## src/hw/rtl/ttif_pkg.sv

```systemverilog
// ----------------------------------------------------------------------------
// ttif_pkg
// Shared types and constants for the text tree indent formatter: character
// codes, register indexes and the command that moves from front to back.
// ----------------------------------------------------------------------------
package ttif_pkg;

   localparam int CharW  = 8;
   localparam int LevelW = 4;
   localparam int ColW   = 11;
   localparam int WrapW  = 10;
   localparam int IndW   = 3;
   localparam int IcolW  = 6;   // level * width, at most 15 * 4
   localparam int CsrIdxW = 3;
   localparam int CsrDataW = 10;
   localparam int HeadN  = 3;

   // register indexes
   localparam logic [CsrIdxW-1:0] CSR_INDENT_WIDTH = 3'd0;
   localparam logic [CsrIdxW-1:0] CSR_SPACES_ONLY  = 3'd1;
   localparam logic [CsrIdxW-1:0] CSR_WRAP_SOFT    = 3'd2;
   localparam logic [CsrIdxW-1:0] CSR_WRAP_HARD    = 3'd3;
   localparam logic [CsrIdxW-1:0] CSR_HALT_BRACE   = 3'd4;

   // characters
   localparam logic [CharW-1:0] CH_TAB    = 8'h09;
   localparam logic [CharW-1:0] CH_NL     = 8'h0A;
   localparam logic [CharW-1:0] CH_VT     = 8'h0B;
   localparam logic [CharW-1:0] CH_FF     = 8'h0C;
   localparam logic [CharW-1:0] CH_CR     = 8'h0D;
   localparam logic [CharW-1:0] CH_SPACE  = 8'h20;
   localparam logic [CharW-1:0] CH_QUOTE  = 8'h22;
   localparam logic [CharW-1:0] CH_COMMA  = 8'h2C;
   localparam logic [CharW-1:0] CH_LBRACE = 8'h7B;
   localparam logic [CharW-1:0] CH_RBRACE = 8'h7D;
   localparam logic [CharW-1:0] CH_TILDE  = 8'h7E;

   localparam logic [IcolW-1:0] TAB_COLS  = 6'd8;
   localparam logic [IndW-1:0]  MAX_WIDTH = 3'd4;
   localparam logic [ColW-1:0]  COL_MAX   = 11'h7FF;

   // one queued expansion: head characters, an indent run, an optional tail
   typedef struct packed {
      logic [HeadN-1:0][CharW-1:0] head;
      logic [1:0]                  head_cnt;
      logic [IcolW-1:0]            cols;
      logic                        use_tabs;
      logic                        tail_vld;
      logic [CharW-1:0]            tail;
      logic                        err;
   } cmd_type;

endpackage

```

## src/hw/rtl/ttif_front.sv

```systemverilog
// ----------------------------------------------------------------------------
// ttif_front
// Accepts input bytes, tracks nesting and string state, holds the
// configuration registers and turns each byte into at most one expansion command.
// ----------------------------------------------------------------------------
module ttif_front #(
   parameter int MAX_LEVEL = 15
) (
   input  logic                           clock,
   input  logic                           reset,
   input  logic                           csr_write_en,
   input  logic [ttif_pkg::CsrIdxW-1:0]   csr_index,
   input  logic [ttif_pkg::CsrDataW-1:0]  csr_wdata,
   input  logic                           accept,
   input  logic [ttif_pkg::CharW-1:0]     byte_in,
   input  logic                           end_of_file,
   output logic                           cmd_vld,
   output ttif_pkg::cmd_type              cmd
);
   import ttif_pkg::*;

   logic [IndW-1:0]   indent_width_ff;
   logic              spaces_only_ff;
   logic [WrapW-1:0]  wrap_soft_ff;
   logic [WrapW-1:0]  wrap_hard_ff;
   logic              halt_brace_ff;

   logic [LevelW-1:0] level_ff, level_in;
   logic              need_space_ff, need_space_in;
   logic              last_space_ff, last_space_in;
   logic              in_string_ff, in_string_in;
   logic [ColW-1:0]   column_ff, column_in;
   logic              halted_ff, halted_in;

   // configuration writes
   always_ff @(posedge clock) begin
      if (reset) begin
         indent_width_ff <= 3'd2;
         spaces_only_ff  <= 1'b0;
         wrap_soft_ff    <= 10'd120;
         wrap_hard_ff    <= 10'd200;
         halt_brace_ff   <= 1'b0;
      end else if (csr_write_en) begin
         unique case (csr_index)
            CSR_INDENT_WIDTH: indent_width_ff <= csr_wdata[IndW-1:0];
            CSR_SPACES_ONLY:  spaces_only_ff  <= csr_wdata[0];
            CSR_WRAP_SOFT:    wrap_soft_ff    <= csr_wdata[WrapW-1:0];
            CSR_WRAP_HARD:    wrap_hard_ff    <= csr_wdata[WrapW-1:0];
            CSR_HALT_BRACE:   halt_brace_ff   <= csr_wdata[0];
            default: ;
         endcase
      end
   end

   // classify the byte and build its command
   always_comb begin
      logic [IndW-1:0]   w;
      logic [LevelW-1:0] lvl;
      logic              wrap_blank;
      logic [ColW-1:0]   col1;
      logic              blank_in;

      level_in      = level_ff;
      need_space_in = need_space_ff;
      last_space_in = last_space_ff;
      in_string_in  = in_string_ff;
      column_in     = column_ff;
      halted_in     = halted_ff;
      cmd_vld       = 1'b0;
      cmd           = '0;
      cmd.use_tabs  = !spaces_only_ff;
      w    = (indent_width_ff > MAX_WIDTH) ? MAX_WIDTH : indent_width_ff;
      lvl  = level_ff;
      wrap_blank = 1'b0;
      col1 = column_ff;
      blank_in = (byte_in == CH_SPACE) || (byte_in == CH_TAB) || (byte_in == CH_VT) ||
                 (byte_in == CH_FF) || (byte_in == CH_CR);

      if (halted_ff) begin
         cmd_vld = 1'b0;
      end else if (end_of_file) begin
         in_string_in = 1'b0;
      end else if (in_string_ff) begin
         cmd_vld = 1'b1;
         if (byte_in == CH_NL) begin
            cmd.head[0]  = CH_TILDE;
            cmd.head[1]  = CH_NL;
            cmd.head_cnt = 2'd2;
            column_in    = '0;
         end else if (byte_in == CH_QUOTE) begin
            cmd.head[0]   = CH_QUOTE;
            cmd.head_cnt  = 2'd1;
            in_string_in  = 1'b0;
            need_space_in = 1'b1;
            last_space_in = 1'b0;
         end else if (byte_in == CH_LBRACE || byte_in == CH_RBRACE) begin
            cmd.head[0]  = byte_in;
            cmd.head_cnt = 2'd1;
            cmd.err      = halt_brace_ff;
            halted_in    = halt_brace_ff;
         end else begin
            wrap_blank = blank_in && (column_ff > {1'b0, wrap_soft_ff});
            col1 = wrap_blank ? '0 : column_ff;
            if (wrap_blank) begin
               cmd.head[0] = CH_NL;
               cmd.head[1] = byte_in;
            end else begin
               cmd.head[0] = byte_in;
            end
            if (col1 > {1'b0, wrap_hard_ff}) begin
               if (wrap_blank) begin
                  cmd.head[2]  = CH_NL;
                  cmd.head_cnt = 2'd3;
               end else begin
                  cmd.head[1]  = CH_NL;
                  cmd.head_cnt = 2'd2;
               end
               column_in = '0;
            end else begin
               cmd.head_cnt = wrap_blank ? 2'd2 : 2'd1;
               column_in    = (col1 < COL_MAX) ? col1 + 1'b1 : col1;
            end
         end
      end else begin
         case (byte_in) inside
            CH_QUOTE: begin
               cmd_vld = 1'b1;
               if (need_space_ff) begin
                  cmd.head[0]  = CH_SPACE;
                  cmd.head[1]  = CH_QUOTE;
                  cmd.head_cnt = 2'd2;
               end else begin
                  cmd.head[0]  = CH_QUOTE;
                  cmd.head_cnt = 2'd1;
               end
               column_in    = '0;
               in_string_in = 1'b1;
            end
            CH_LBRACE: begin
               cmd_vld = 1'b1;
               lvl = (level_ff < LevelW'(MAX_LEVEL)) ? level_ff + 1'b1 : level_ff;
               if (!last_space_ff) begin
                  cmd.head[0]  = CH_SPACE;
                  cmd.head[1]  = CH_LBRACE;
                  cmd.head[2]  = CH_NL;
                  cmd.head_cnt = 2'd3;
               end else begin
                  cmd.head[0]  = CH_LBRACE;
                  cmd.head[1]  = CH_NL;
                  cmd.head_cnt = 2'd2;
               end
               cmd.cols      = IcolW'(lvl) * IcolW'(w);
               level_in      = lvl;
               need_space_in = 1'b0;
               last_space_in = 1'b1;
            end
            CH_RBRACE: begin
               cmd_vld = 1'b1;
               lvl = (level_ff > '0) ? level_ff - 1'b1 : level_ff;
               cmd.head[0]   = CH_NL;
               cmd.head_cnt  = 2'd1;
               cmd.cols      = IcolW'(lvl) * IcolW'(w);
               cmd.tail_vld  = 1'b1;
               cmd.tail      = CH_RBRACE;
               level_in      = lvl;
               need_space_in = 1'b1;
               last_space_in = 1'b0;
            end
            CH_COMMA: begin
               cmd_vld = 1'b1;
               cmd.head[0]   = CH_COMMA;
               cmd.head[1]   = CH_NL;
               cmd.head_cnt  = 2'd2;
               cmd.cols      = IcolW'(level_ff) * IcolW'(w);
               need_space_in = 1'b0;
               last_space_in = 1'b1;
            end
            CH_SPACE, CH_TAB, CH_NL, CH_FF: begin
               if (!last_space_ff) need_space_in = 1'b1;
            end
            default: begin
               cmd_vld = 1'b1;
               if (need_space_ff && !last_space_ff) begin
                  cmd.head[0]  = CH_SPACE;
                  cmd.head[1]  = byte_in;
                  cmd.head_cnt = 2'd2;
               end else begin
                  cmd.head[0]  = byte_in;
                  cmd.head_cnt = 2'd1;
               end
               need_space_in = 1'b0;
               last_space_in = 1'b0;
            end
         endcase
      end
   end

   // advance the formatter state on each accepted transaction
   always_ff @(posedge clock) begin
      if (reset) begin
         level_ff      <= '0;
         need_space_ff <= 1'b0;
         last_space_ff <= 1'b0;
         in_string_ff  <= 1'b0;
         column_ff     <= '0;
         halted_ff     <= 1'b0;
      end else if (accept) begin
         level_ff      <= level_in;
         need_space_ff <= need_space_in;
         last_space_ff <= last_space_in;
         in_string_ff  <= in_string_in;
         column_ff     <= column_in;
         halted_ff     <= halted_in;
      end
   end

endmodule

```

## src/hw/rtl/ttif_queue.sv

```systemverilog
// ----------------------------------------------------------------------------
// ttif_queue
// Short FIFO of expansion commands between front and back.
// ----------------------------------------------------------------------------
module ttif_queue #(
   parameter int DEPTH = 4
) (
   input  logic              clock,
   input  logic              reset,
   input  logic              push,
   input  ttif_pkg::cmd_type push_cmd,
   input  logic              pop,
   output logic              full,
   output logic              empty,
   output ttif_pkg::cmd_type pop_cmd
);
   import ttif_pkg::*;

   localparam int AW = (DEPTH > 1) ? $clog2(DEPTH) : 1;
   localparam int CW = $clog2(DEPTH + 1);

   cmd_type          slot_ff [DEPTH];
   logic [AW-1:0]    wr_ptr_ff, wr_ptr_in;
   logic [AW-1:0]    rd_ptr_ff, rd_ptr_in;
   logic [CW-1:0]    count_ff, count_in;

   assign full    = (count_ff == CW'(DEPTH));
   assign empty   = (count_ff == '0);
   assign pop_cmd = slot_ff[rd_ptr_ff];

   // wrap pointers and track fill
   always_comb begin
      wr_ptr_in = wr_ptr_ff;
      rd_ptr_in = rd_ptr_ff;
      count_in  = count_ff;
      if (push) wr_ptr_in = (wr_ptr_ff == AW'(DEPTH - 1)) ? '0 : wr_ptr_ff + 1'b1;
      if (pop)  rd_ptr_in = (rd_ptr_ff == AW'(DEPTH - 1)) ? '0 : rd_ptr_ff + 1'b1;
      if (push && !pop) count_in = count_ff + 1'b1;
      else if (pop && !push) count_in = count_ff - 1'b1;
   end

   always_ff @(posedge clock) begin
      if (reset) begin
         wr_ptr_ff <= '0;
         rd_ptr_ff <= '0;
         count_ff  <= '0;
      end else begin
         wr_ptr_ff <= wr_ptr_in;
         rd_ptr_ff <= rd_ptr_in;
         count_ff  <= count_in;
      end
   end

   // store the pushed command
   always_ff @(posedge clock) begin
      if (push) slot_ff[wr_ptr_ff] <= push_cmd;
   end

   assert property (@(posedge clock) disable iff (reset) count_ff <= CW'(DEPTH))
      else $error("queue count past depth");
   assert property (@(posedge clock) disable iff (reset) !(push && full && !pop))
      else $error("push into full queue");
   assert property (@(posedge clock) disable iff (reset) !(pop && empty))
      else $error("pop from empty queue");

endmodule

```

## src/hw/rtl/ttif_back.sv

```systemverilog
// ----------------------------------------------------------------------------
// ttif_back
// Expands one command at a time into output characters: head characters,
// then the indent run in tabs and spaces, then the tail character.
// ----------------------------------------------------------------------------
module ttif_back (
   input  logic                        clock,
   input  logic                        reset,
   input  logic                        q_empty,
   input  ttif_pkg::cmd_type           q_cmd,
   output logic                        q_pop,
   output logic                        rsp_valid,
   input  logic                        rsp_stall,
   output logic [ttif_pkg::CharW-1:0]  rsp_char_out,
   output logic                        rsp_last_of_run,
   output logic                        rsp_error_flag
);
   import ttif_pkg::*;

   localparam logic [1:0] PH_IDLE   = 2'd0;
   localparam logic [1:0] PH_HEAD   = 2'd1;
   localparam logic [1:0] PH_INDENT = 2'd2;
   localparam logic [1:0] PH_TAIL   = 2'd3;

   logic [1:0]       phase_ff, phase_in;
   cmd_type          cmd_ff;
   logic [1:0]       idx_ff, idx_in;
   logic [IcolW-1:0] cols_ff, cols_in;
   logic             out_vld_ff, out_vld_in;
   logic [CharW-1:0] out_char_ff;
   logic             out_last_ff;
   logic             out_err_ff;
   logic             advance;
   logic [CharW-1:0] ch;
   logic             done;

   assign advance = (phase_ff != PH_IDLE) && (!out_vld_ff || !rsp_stall);
   assign q_pop   = (phase_ff == PH_IDLE) && !q_empty;

   // pick the next character and the step after it
   always_comb begin
      logic [IcolW-1:0] left;
      phase_in = phase_ff;
      idx_in   = idx_ff;
      cols_in  = cols_ff;
      ch       = cmd_ff.tail;
      done     = 1'b0;
      left     = cols_ff;
      unique case (phase_ff)
         PH_IDLE: begin
            if (q_pop) begin
               phase_in = PH_HEAD;
               idx_in   = '0;
               cols_in  = q_cmd.cols;
            end
         end
         PH_HEAD: begin
            ch = cmd_ff.head[idx_ff];
            if (advance) begin
               if (idx_ff + 1'b1 < cmd_ff.head_cnt) begin
                  idx_in = idx_ff + 1'b1;
               end else if (cols_ff != '0) begin
                  phase_in = PH_INDENT;
               end else if (cmd_ff.tail_vld) begin
                  phase_in = PH_TAIL;
               end else begin
                  done     = 1'b1;
                  phase_in = PH_IDLE;
               end
            end else if (idx_ff + 1'b1 >= cmd_ff.head_cnt && cols_ff == '0 &&
                         !cmd_ff.tail_vld) begin
               done = 1'b1;
            end
         end
         PH_INDENT: begin
            if (cmd_ff.use_tabs && cols_ff >= TAB_COLS) begin
               ch   = CH_TAB;
               left = cols_ff - TAB_COLS;
            end else begin
               ch   = CH_SPACE;
               left = cols_ff - 1'b1;
            end
            done = (left == '0) && !cmd_ff.tail_vld;
            if (advance) begin
               cols_in = left;
               if (left == '0) phase_in = cmd_ff.tail_vld ? PH_TAIL : PH_IDLE;
            end
         end
         PH_TAIL: begin
            ch   = cmd_ff.tail;
            done = 1'b1;
            if (advance) phase_in = PH_IDLE;
         end
         default: phase_in = PH_IDLE;
      endcase
   end

   // hold the result until taken, load a new one on advance
   always_comb begin
      if (advance)        out_vld_in = 1'b1;
      else if (rsp_stall) out_vld_in = out_vld_ff;
      else                out_vld_in = 1'b0;
   end

   always_ff @(posedge clock) begin
      if (reset) begin
         phase_ff   <= PH_IDLE;
         out_vld_ff <= 1'b0;
      end else begin
         phase_ff   <= phase_in;
         out_vld_ff <= out_vld_in;
      end
   end

   always_ff @(posedge clock) begin
      idx_ff  <= idx_in;
      cols_ff <= cols_in;
      if (q_pop) cmd_ff <= q_cmd;
      if (advance) begin
         out_char_ff <= ch;
         out_last_ff <= done;
         out_err_ff  <= cmd_ff.err;
      end
   end

   assign rsp_valid       = out_vld_ff;
   assign rsp_char_out    = out_char_ff;
   assign rsp_last_of_run = out_last_ff;
   assign rsp_error_flag  = out_err_ff;

   assert property (@(posedge clock) disable iff (reset)
                    (phase_ff == PH_INDENT) |-> (cols_ff != '0))
      else $error("indent phase with no columns left");
   assert property (@(posedge clock) disable iff (reset)
                    q_pop |=> (phase_ff == PH_HEAD))
      else $error("loaded command did not start at its head");
   assert property (@(posedge clock) disable iff (reset)
                    $rose(out_vld_ff) |-> $past(phase_ff != PH_IDLE))
      else $error("result produced with no command in work");

endmodule

```

## src/hw/rtl/text_tree_indent_formatter.sv

```systemverilog
// ----------------------------------------------------------------------------
// text_tree_indent_formatter
// Streaming pretty-printer for brace-nested text: classifies each input byte
// in the front, queues an expansion command and emits the formatted bytes
// from the back, one character per cycle while the output is not stalled.
// An accepted byte's command passes the queue and the back's command register
// before its first character is registered in the back's single output register.
// Throughput: one output character per cycle while the output is not stalled, set
// by that register, with a gap between runs as the back loads the next command.
// Input is accepted while the command queue has room.
// Reset: synchronous; clears level, string and halt state, queue and output,
// and restores the register defaults.
// ----------------------------------------------------------------------------
module text_tree_indent_formatter #(
   parameter int MAX_LEVEL   = 15,
   parameter int QUEUE_DEPTH = 4
) (
   input  logic                           clock,
   input  logic                           reset,
   input  logic                           csr_write_en,
   input  logic [ttif_pkg::CsrIdxW-1:0]   csr_index,
   input  logic [ttif_pkg::CsrDataW-1:0]  csr_wdata,
   input  logic                           req_valid,
   output logic                           req_stall,
   input  logic [ttif_pkg::CharW-1:0]     req_byte_in,
   input  logic                           req_end_of_file,
   output logic                           rsp_valid,
   input  logic                           rsp_stall,
   output logic [ttif_pkg::CharW-1:0]     rsp_char_out,
   output logic                           rsp_last_of_run,
   output logic                           rsp_error_flag
);
   import ttif_pkg::*;

   logic    accept;
   logic    cmd_vld;
   cmd_type cmd;
   logic    q_full;
   logic    q_empty;
   logic    q_pop;
   cmd_type q_cmd;

   assign req_stall = q_full;
   assign accept    = req_valid && !q_full;

   ttif_front #(.MAX_LEVEL(MAX_LEVEL)) u_front (
      .clock        (clock),
      .reset        (reset),
      .csr_write_en (csr_write_en),
      .csr_index    (csr_index),
      .csr_wdata    (csr_wdata),
      .accept       (accept),
      .byte_in      (req_byte_in),
      .end_of_file  (req_end_of_file),
      .cmd_vld      (cmd_vld),
      .cmd          (cmd)
   );

   ttif_queue #(.DEPTH(QUEUE_DEPTH)) u_queue (
      .clock    (clock),
      .reset    (reset),
      .push     (accept && cmd_vld),
      .push_cmd (cmd),
      .pop      (q_pop),
      .full     (q_full),
      .empty    (q_empty),
      .pop_cmd  (q_cmd)
   );

   ttif_back u_back (
      .clock           (clock),
      .reset           (reset),
      .q_empty         (q_empty),
      .q_cmd           (q_cmd),
      .q_pop           (q_pop),
      .rsp_valid       (rsp_valid),
      .rsp_stall       (rsp_stall),
      .rsp_char_out    (rsp_char_out),
      .rsp_last_of_run (rsp_last_of_run),
      .rsp_error_flag  (rsp_error_flag)
   );

endmodule
```

## config.mk

```make
export PLATFORM = sky130hd
export DESIGN_NAME = text_tree_indent_formatter
export DESIGN_NICKNAME = d
export VERILOG_FILES = /design/src/hw/rtl/ttif_pkg.sv /design/src/hw/rtl/ttif_front.sv /design/src/hw/rtl/ttif_queue.sv /design/src/hw/rtl/ttif_back.sv /design/src/hw/rtl/text_tree_indent_formatter.sv
export SDC_FILE = /design/constraint.sdc
export NUM_CORES = 1
export LEC_CHECK = 0
export ABC_AREA = 1
export BUFFER_PORTS_ARGS = -buffer_cell sky130_fd_sc_hd__clkbuf_2
export CORE_ASPECT_RATIO = 2
export CORE_UTILIZATION = 25
export CTS_CLUSTER_DIAMETER = 60
export DETAILED_ROUTE_END_ITERATION = 8
export PLACE_DENSITY = 0.42
export SLEW_MARGIN = 10
export SYNTH_ARGS = -nofsm -noshare
export SYNTH_HDL_FRONTEND = slang
export SYNTH_SLANG_ARGS = --single-unit
```

## constraint.sdc

```tcl
create_clock -name clock -period 6.06 [get_ports clock]
set_input_delay 1.818 -clock clock [delete_from_list [all_inputs] [get_ports clock]]
set_output_delay 1.818 -clock clock [all_outputs]
set_load 0.01 [all_outputs]
```

After elaboration in Yosys (flattened, before gate mapping) --
Memory sizes are Yosys's and may differ from the RTL's. A register that Yosys moved wholly into a read port is not among the register bits. Cells that the tools add are included.
Storage, ports and cells: bits in registers 109, RAM bits 172, input port bits 27, logic and storage cells 272, memories 1
Memory list:
- u_queue.slot_ff | words 4, width 43, read ports 1, clocked after memory_dff 1, wr ports 1, RTL line ttif_queue.sv:22 | cmd_type slot_ff [DEPTH];
Cells by class: add/subtract/negate cells 10, $mul 3, $lt $le $gt $ge 9, equal/unequal tests 35, mux-type cells 131, bitwise logic cells 4, reduce and logical (&&, ||, !) cells 50
Operators by type and width (number):
- $mux 10 | 10
- $mux 8 | 12
- $mux 11 | 8
- $mux 6 | 11
- $mux 32 | 2
- $mux 16 | 3
- $mux 1 | 44
- $eq 8x4->1 const B | 5
- $mux 9 | 4
- $mux 2 | 17
- $mux 4 | 8
- $mux 26 | 1
- $eq 8x6->1 const B | 3
- $gt 11x10->1 | 2
- $mul 4x3->6 | 3
- $mux 18 | 1
- $reduce_and 6->1 | 3
- $mux 17 | 1
- $bmux 8 s2 | 1
- $eq 8x7->1 const B | 2
- $pmux 8 s2 | 1
- $ne 2x1->1 const B | 7
- $reduce_and 7->1 | 2
- $pmux 6 s2 | 1
- other kinds (42) | 90

Depth between registers and ports, before layout --
word-level depth 15, depth in mapped cells 28

Cells and area by module --
From an unflattened synthesis, not the netlist that was laid out.
Unflattened totals: cells, all modules 1389, area total of the unflattened synthesis 13924.6 sq um
By module, submodules not included:
- ttif_queue | instances 1, cells an instance 474, area an instance 6812.8 sq um, seq. area each 5345.1 sq um
- ttif_front | instances 1, cells an instance 680, area an instance 4419.2 sq um, seq. area each 880.8 sq um
- ttif_back | instances 1, cells an instance 230, area an instance 2668.8 sq um, seq. area each 1711.6 sq um
- text_tree_indent_formatter | instances 1, cells an instance 5, area an instance 23.8 sq um, seq. area each 0.0 sq um

Worst setup path before layout --
Ideal clock, no wire load.
path type input -> register, start input port req_byte_in[1] (netlist name), end memory u_queue.slot_ff[0][17] (netlist name), data pin, data arrival time 4.483 ns, data required time 5.881 ns, path slack 1.398 ns, stages 25, buffers on the path 2, cells stage by stage buf_4 > nor2_1 > nand2_1 > nand2_1 > nand2_1 > nand3_2 > nand3_4 > buf_2 > nand2_1 > inv_1 > ha_1 > nand2_1 > o21ai_0 > nand2_1 > nand3_1 > nand2_1 > nand2_1 > nand2_1 > nand2_1 > nand2_1 > nand2_1 > inv_1 > ha_1 > a311o_1 > a21oi_1
RTL lines:
- from (decl) | RTL line text_tree_indent_formatter.sv:25 | input logic [ttif_pkg::CharW-1:0] req_byte_in,
- to (decl) | RTL line ttif_queue.sv:22

==> metrics.md <==
| Metric | Value |
|---|---|
| Total number of yosys warnings | `0` |
| Worst setup timing slack at the placement stage | `0.7336 ns` |
| Via Count | `8190` |
| Final critical-path setup slack | `1.287 ns` |
| Type of destination of the critical path | `flop` |
| Cell depth of the worst flop-to-flop path | `17` |
| Number of buffers created by CTS | `21` |
| Worst-case clock skew | `0.02379 ns` |
| Worst hold-check path type | `flop to flop` |
| DRC violation count after routing | `0` |
| RR Startpoint | `u_front.level_ff[0]` |
| Count of state elements after synthesis | `208` |
| Max IR drop VDD | `198.7 uV` |
| Leading cell types in the layout, fill and taps excluded | `184 x sky130_fd_sc_hd__nand2_1, 158 x sky130_fd_sc_hd__inv_1, 152 x sky130_fd_sc_hd__edfxtp_1` |
| Clk Tree Root Cell | `sky130_fd_sc_hd__clkbuf_16` |
| Overall power after layout | `0.004445 W` |
| Critical R2R Capture | `u_queue.slot_ff[0][16]` |
| Share of the synthesized area in the top cell type | `0.4237` |
| Placed wire-length estimate after detailed placement | `23490 um` |
| Share of synthesized area occupied by flip-flops and latches | `0.5278` |
| Number of I/O pins | `39` |
| Signed area change from the synthesized netlist to the final layout | `14.46%` |
| Global-route wire length before repair | `47820 um` |
| Count of unique library cells instantiated by Yosys | `51` |
| Number of standard cells after synthesis | `1176` |
| Worst-path maximum fanout | `19` |
| RSZ-0062 raised after global routing | `false` |
| Net count of the mapped netlist | `1269` |
| Worst path arrival time | `5.10 ns` |
| Final max-slew violation count | `0` |
| Headroom to the max-slew limit | `0.2874` |
| Synth area leader | `sky130_fd_sc_hd__edfxtp_1` |
| Final WL | `31080 um` |
| Initial antenna violation count | `0` |
| Crit Path Category | `primary input to flop` |
| Clock Pin Slew Worst Setup and Hold Paths | `0.06 ns` |
| Floorplan die height | `295.6 um` |
| Synth Area per Inst | `9.161 um2` |
| Number of core rows | `107` |
| Total gr overflow | `0` |
| Mapped cell area | `0.01077 mm2` |
| Crit. Startpoint | `req_byte_in[3]` |
| DRT iter0 DRCs | `466` |
| FF-to-FF setup slack | `1.65 ns` |
| Vias in the first global route | `8329` |
| Final setup violation count | `0` |
| Count of nets left with antenna violations after detail routing | `0` |
| Crit path launch type | `primary input` |
| Routability-driven placement congestion ratio | `0.8840` |
| Pin count of the biggest net entering global routing | `57` |
| Highest achievable clock rate | `209.5 MHz` |
| Leakage power figure | `5.013 nW` |
| Setup crit end | `u_queue.slot_ff[3][17]` |
| Core ar. | `0.04257 mm2` |
| Filler cell count in the final layout | `4534` |
| Hold WS | `0.4353 ns` |
| Final critical path time including I/O delays and setup | `4.773 ns` |
| Sinks on Clock Net | `208` |
| Fin nets | `1311` |
| Slew at the pin with the worst max-slew slack | `1.068 ns` |
| Overall track demand over capacity in global routing | `0.1452` |
| Number of iterations in the first detailed-routing pass | `5` |
| Ratio of cells with drive above 1 in the final layout | `0.09002` |
| Count of input and output buffers | `38` |
| Die area | `0.04398 mm2` |
| Routed vias/inst | `4.606` |
| H-tree depth reported by CTS | `1` |
| Post-Route Setup TNS | `0 ns` |
| MaxCap Viol Count | `0` |
| Maximum clock insertion buffer count | `3` |
| Post-CTS Repair Setup Buffers | `0` |
| Run status | `finished, final reports clean` |
| Ant. Diodes | `0` |
| TritonCTS clock tree | `built` |
| Utilization of the core after routing | `0.2896` |
| Critical path data required time | `6.38 ns` |
| Synth area leaders | `sky130_fd_sc_hd__edfxtp_1 42%, sky130_fd_sc_hd__dfxtp_1 10%, sky130_fd_sc_hd__ha_1 6.5%` |
| Die boundary width | `148.8 um` |
| Hold buffers post-CTS | `0` |
| Initial standard-cell utilization of the core | `0.2530` |
| Most common cell after layout, fill and taps aside | `sky130_fd_sc_hd__nand2_1` |
| Clock latency of the later-clocked register in the worst-skew pair | `0.52 ns` |
| Routed wire length per instance | `17.48 um` |
| Fin crit share | `0.7877` |
| Areal power density over the cells | `360.5 mW/mm2` |
| Resized cells post-CTS | `0` |
| Number of hold-slack violations in the final timing report | `0` |
-- stage by stage --
step | cells | cell area [um2]
after global routing | 1778 | 12330
after detailed placement | 1740 | 11640
after floorplan | 1176 | 10770
final | 1778 | 12330
after CTS | 1778 | 12330
after global placement | 1740 | 11640
-- final cells by class --
| type | instances | area, um2 | share of cell area |
|---|---|---|---|
| clock buffer | 30 | 559.3 | 0.04536 |
| multi-input combinational | 771 | 4357 | 0.3533 |
| timing repair buffer | 53 | 302.8 | 0.02456 |
| clock inverter | 8 | 132.6 | 0.01076 |
| tap | 545 | 681.9 | 0.05530 |
| sequential | 208 | 5685 | 0.4611 |
| inverter | 163 | 611.8 | 0.04962 |
-- Yosys cell counts (all sizes together) --
library cell,n
nor3,15
nand4,11
o22ai,26
buf,6
a21o,1
o21ai,126
clkinv,1
xor2,11
fa,10
o21a,1
o221a,1
inv,162
clkbuf,28
a21boi,1
a211oi,8
dfxtp,56
nor2,154
a311oi,1
nand2,188
a31oi,12
nor4,3
mux2i,3
a311o,1
ha,56
o211ai,9
or2,6
o21bai,1
o31ai,1
edfxtp,152
a221oi,3
o311ai,3
xnor2,4
o211a,1
o221ai,1
nand3,38
a21oi,74
a41oi,1
-- where the power goes --
group          leakage [nW]  total (W)  internal [W]  switching (W)
sequential             1.87    0.00194       0.00184      0.0000985
combinational          2.81    0.00118      0.000354       0.000826
clock                 0.333    0.00133      0.000778       0.000547
total                  5.01    0.00444       0.00297        0.00147
-- routing by layer --
layer,wire length [um],vias up,track usage
met2,17940,169,0.3025
met1,10770,3868,0.1321
met3,823,59,0.01420
li1,-,4094,-
met5,0,-,0
met4,1552,0,0.07815
-- flip-flops by register name, indices dropped and copies added (netlist names), 2 cells and up, named ones only --
name,count
u_back.idx_ff,2
u_front.level_ff,4
u_queue.count_ff,3
u_back.rsp_char_out,8
u_back.phase_ff,2
u_queue.wr_ptr_ff,2
u_front.wrap_soft_ff,10
u_queue.slot_ff,112
u_front.indent_width_ff,3
u_back.cmd_ff,22
u_back.cols_ff,6
u_front.wrap_hard_ff,10
u_front.column_ff,11
u_queue.rd_ptr_ff,2
-- critical path: stages --
cell and delay, ns:
sky130_fd_sc_hd__clkbuf_2 0.13, sky130_fd_sc_hd__inv_1 0.08, sky130_fd_sc_hd__nor2_1 0.19, sky130_fd_sc_hd__nand2_1 0.10, sky130_fd_sc_hd__nand2_1 0.09, sky130_fd_sc_hd__nand2_1 0.07
sky130_fd_sc_hd__nand3_2 0.11, sky130_fd_sc_hd__nand3_4 0.25, sky130_fd_sc_hd__nand2_1 0.25, sky130_fd_sc_hd__inv_1 0.08, sky130_fd_sc_hd__ha_1 0.31, sky130_fd_sc_hd__nand2_1 0.07
sky130_fd_sc_hd__nor2_1 0.10, sky130_fd_sc_hd__nor2_1 0.04, sky130_fd_sc_hd__nand3_1 0.07, sky130_fd_sc_hd__nand2_1 0.05, sky130_fd_sc_hd__nand2_1 0.05, sky130_fd_sc_hd__nand2_1 0.04
sky130_fd_sc_hd__nand2_1 0.05, sky130_fd_sc_hd__nand2_1 0.05, sky130_fd_sc_hd__nand2_1 0.15, sky130_fd_sc_hd__inv_1 0.07, sky130_fd_sc_hd__ha_1 0.26, sky130_fd_sc_hd__a311o_1 0.35
sky130_fd_sc_hd__a21oi_1 0.23
-- kinds of logic (layout without fill, tap and decap cells) --
group	Yosys count	count (layout)	share of synthesized area
multiplexers	3	3	0.002788
AO/OA/AOI/OAI	272	272	0.1405
buffers and inverters	197	254	0.06992
adder cells (fa/ha/maj)	66	66	0.08362
AND/OR/NAND/NOR	415	415	0.1632
flip-flops	208	208	0.5278
XOR/XNOR	15	15	0.01219
-- worst min-delay path by stage --
stage,cells after the start,startpoint,endpoint
after global placement,0,u_back.cmd_ff[0],u_back.rsp_error_flag
after CTS,0,u_back.cmd_ff[0],u_back.rsp_error_flag
final,0,u_back.cmd_ff[0],u_back.rsp_error_flag
after detailed placement,0,u_back.cmd_ff[0],u_back.rsp_error_flag
after floorplan,0,u_back.cmd_ff[0],u_back.rsp_error_flag
after global routing,0,u_back.cmd_ff[0],u_back.rsp_error_flag
Power figures use the tool's default switching activity.
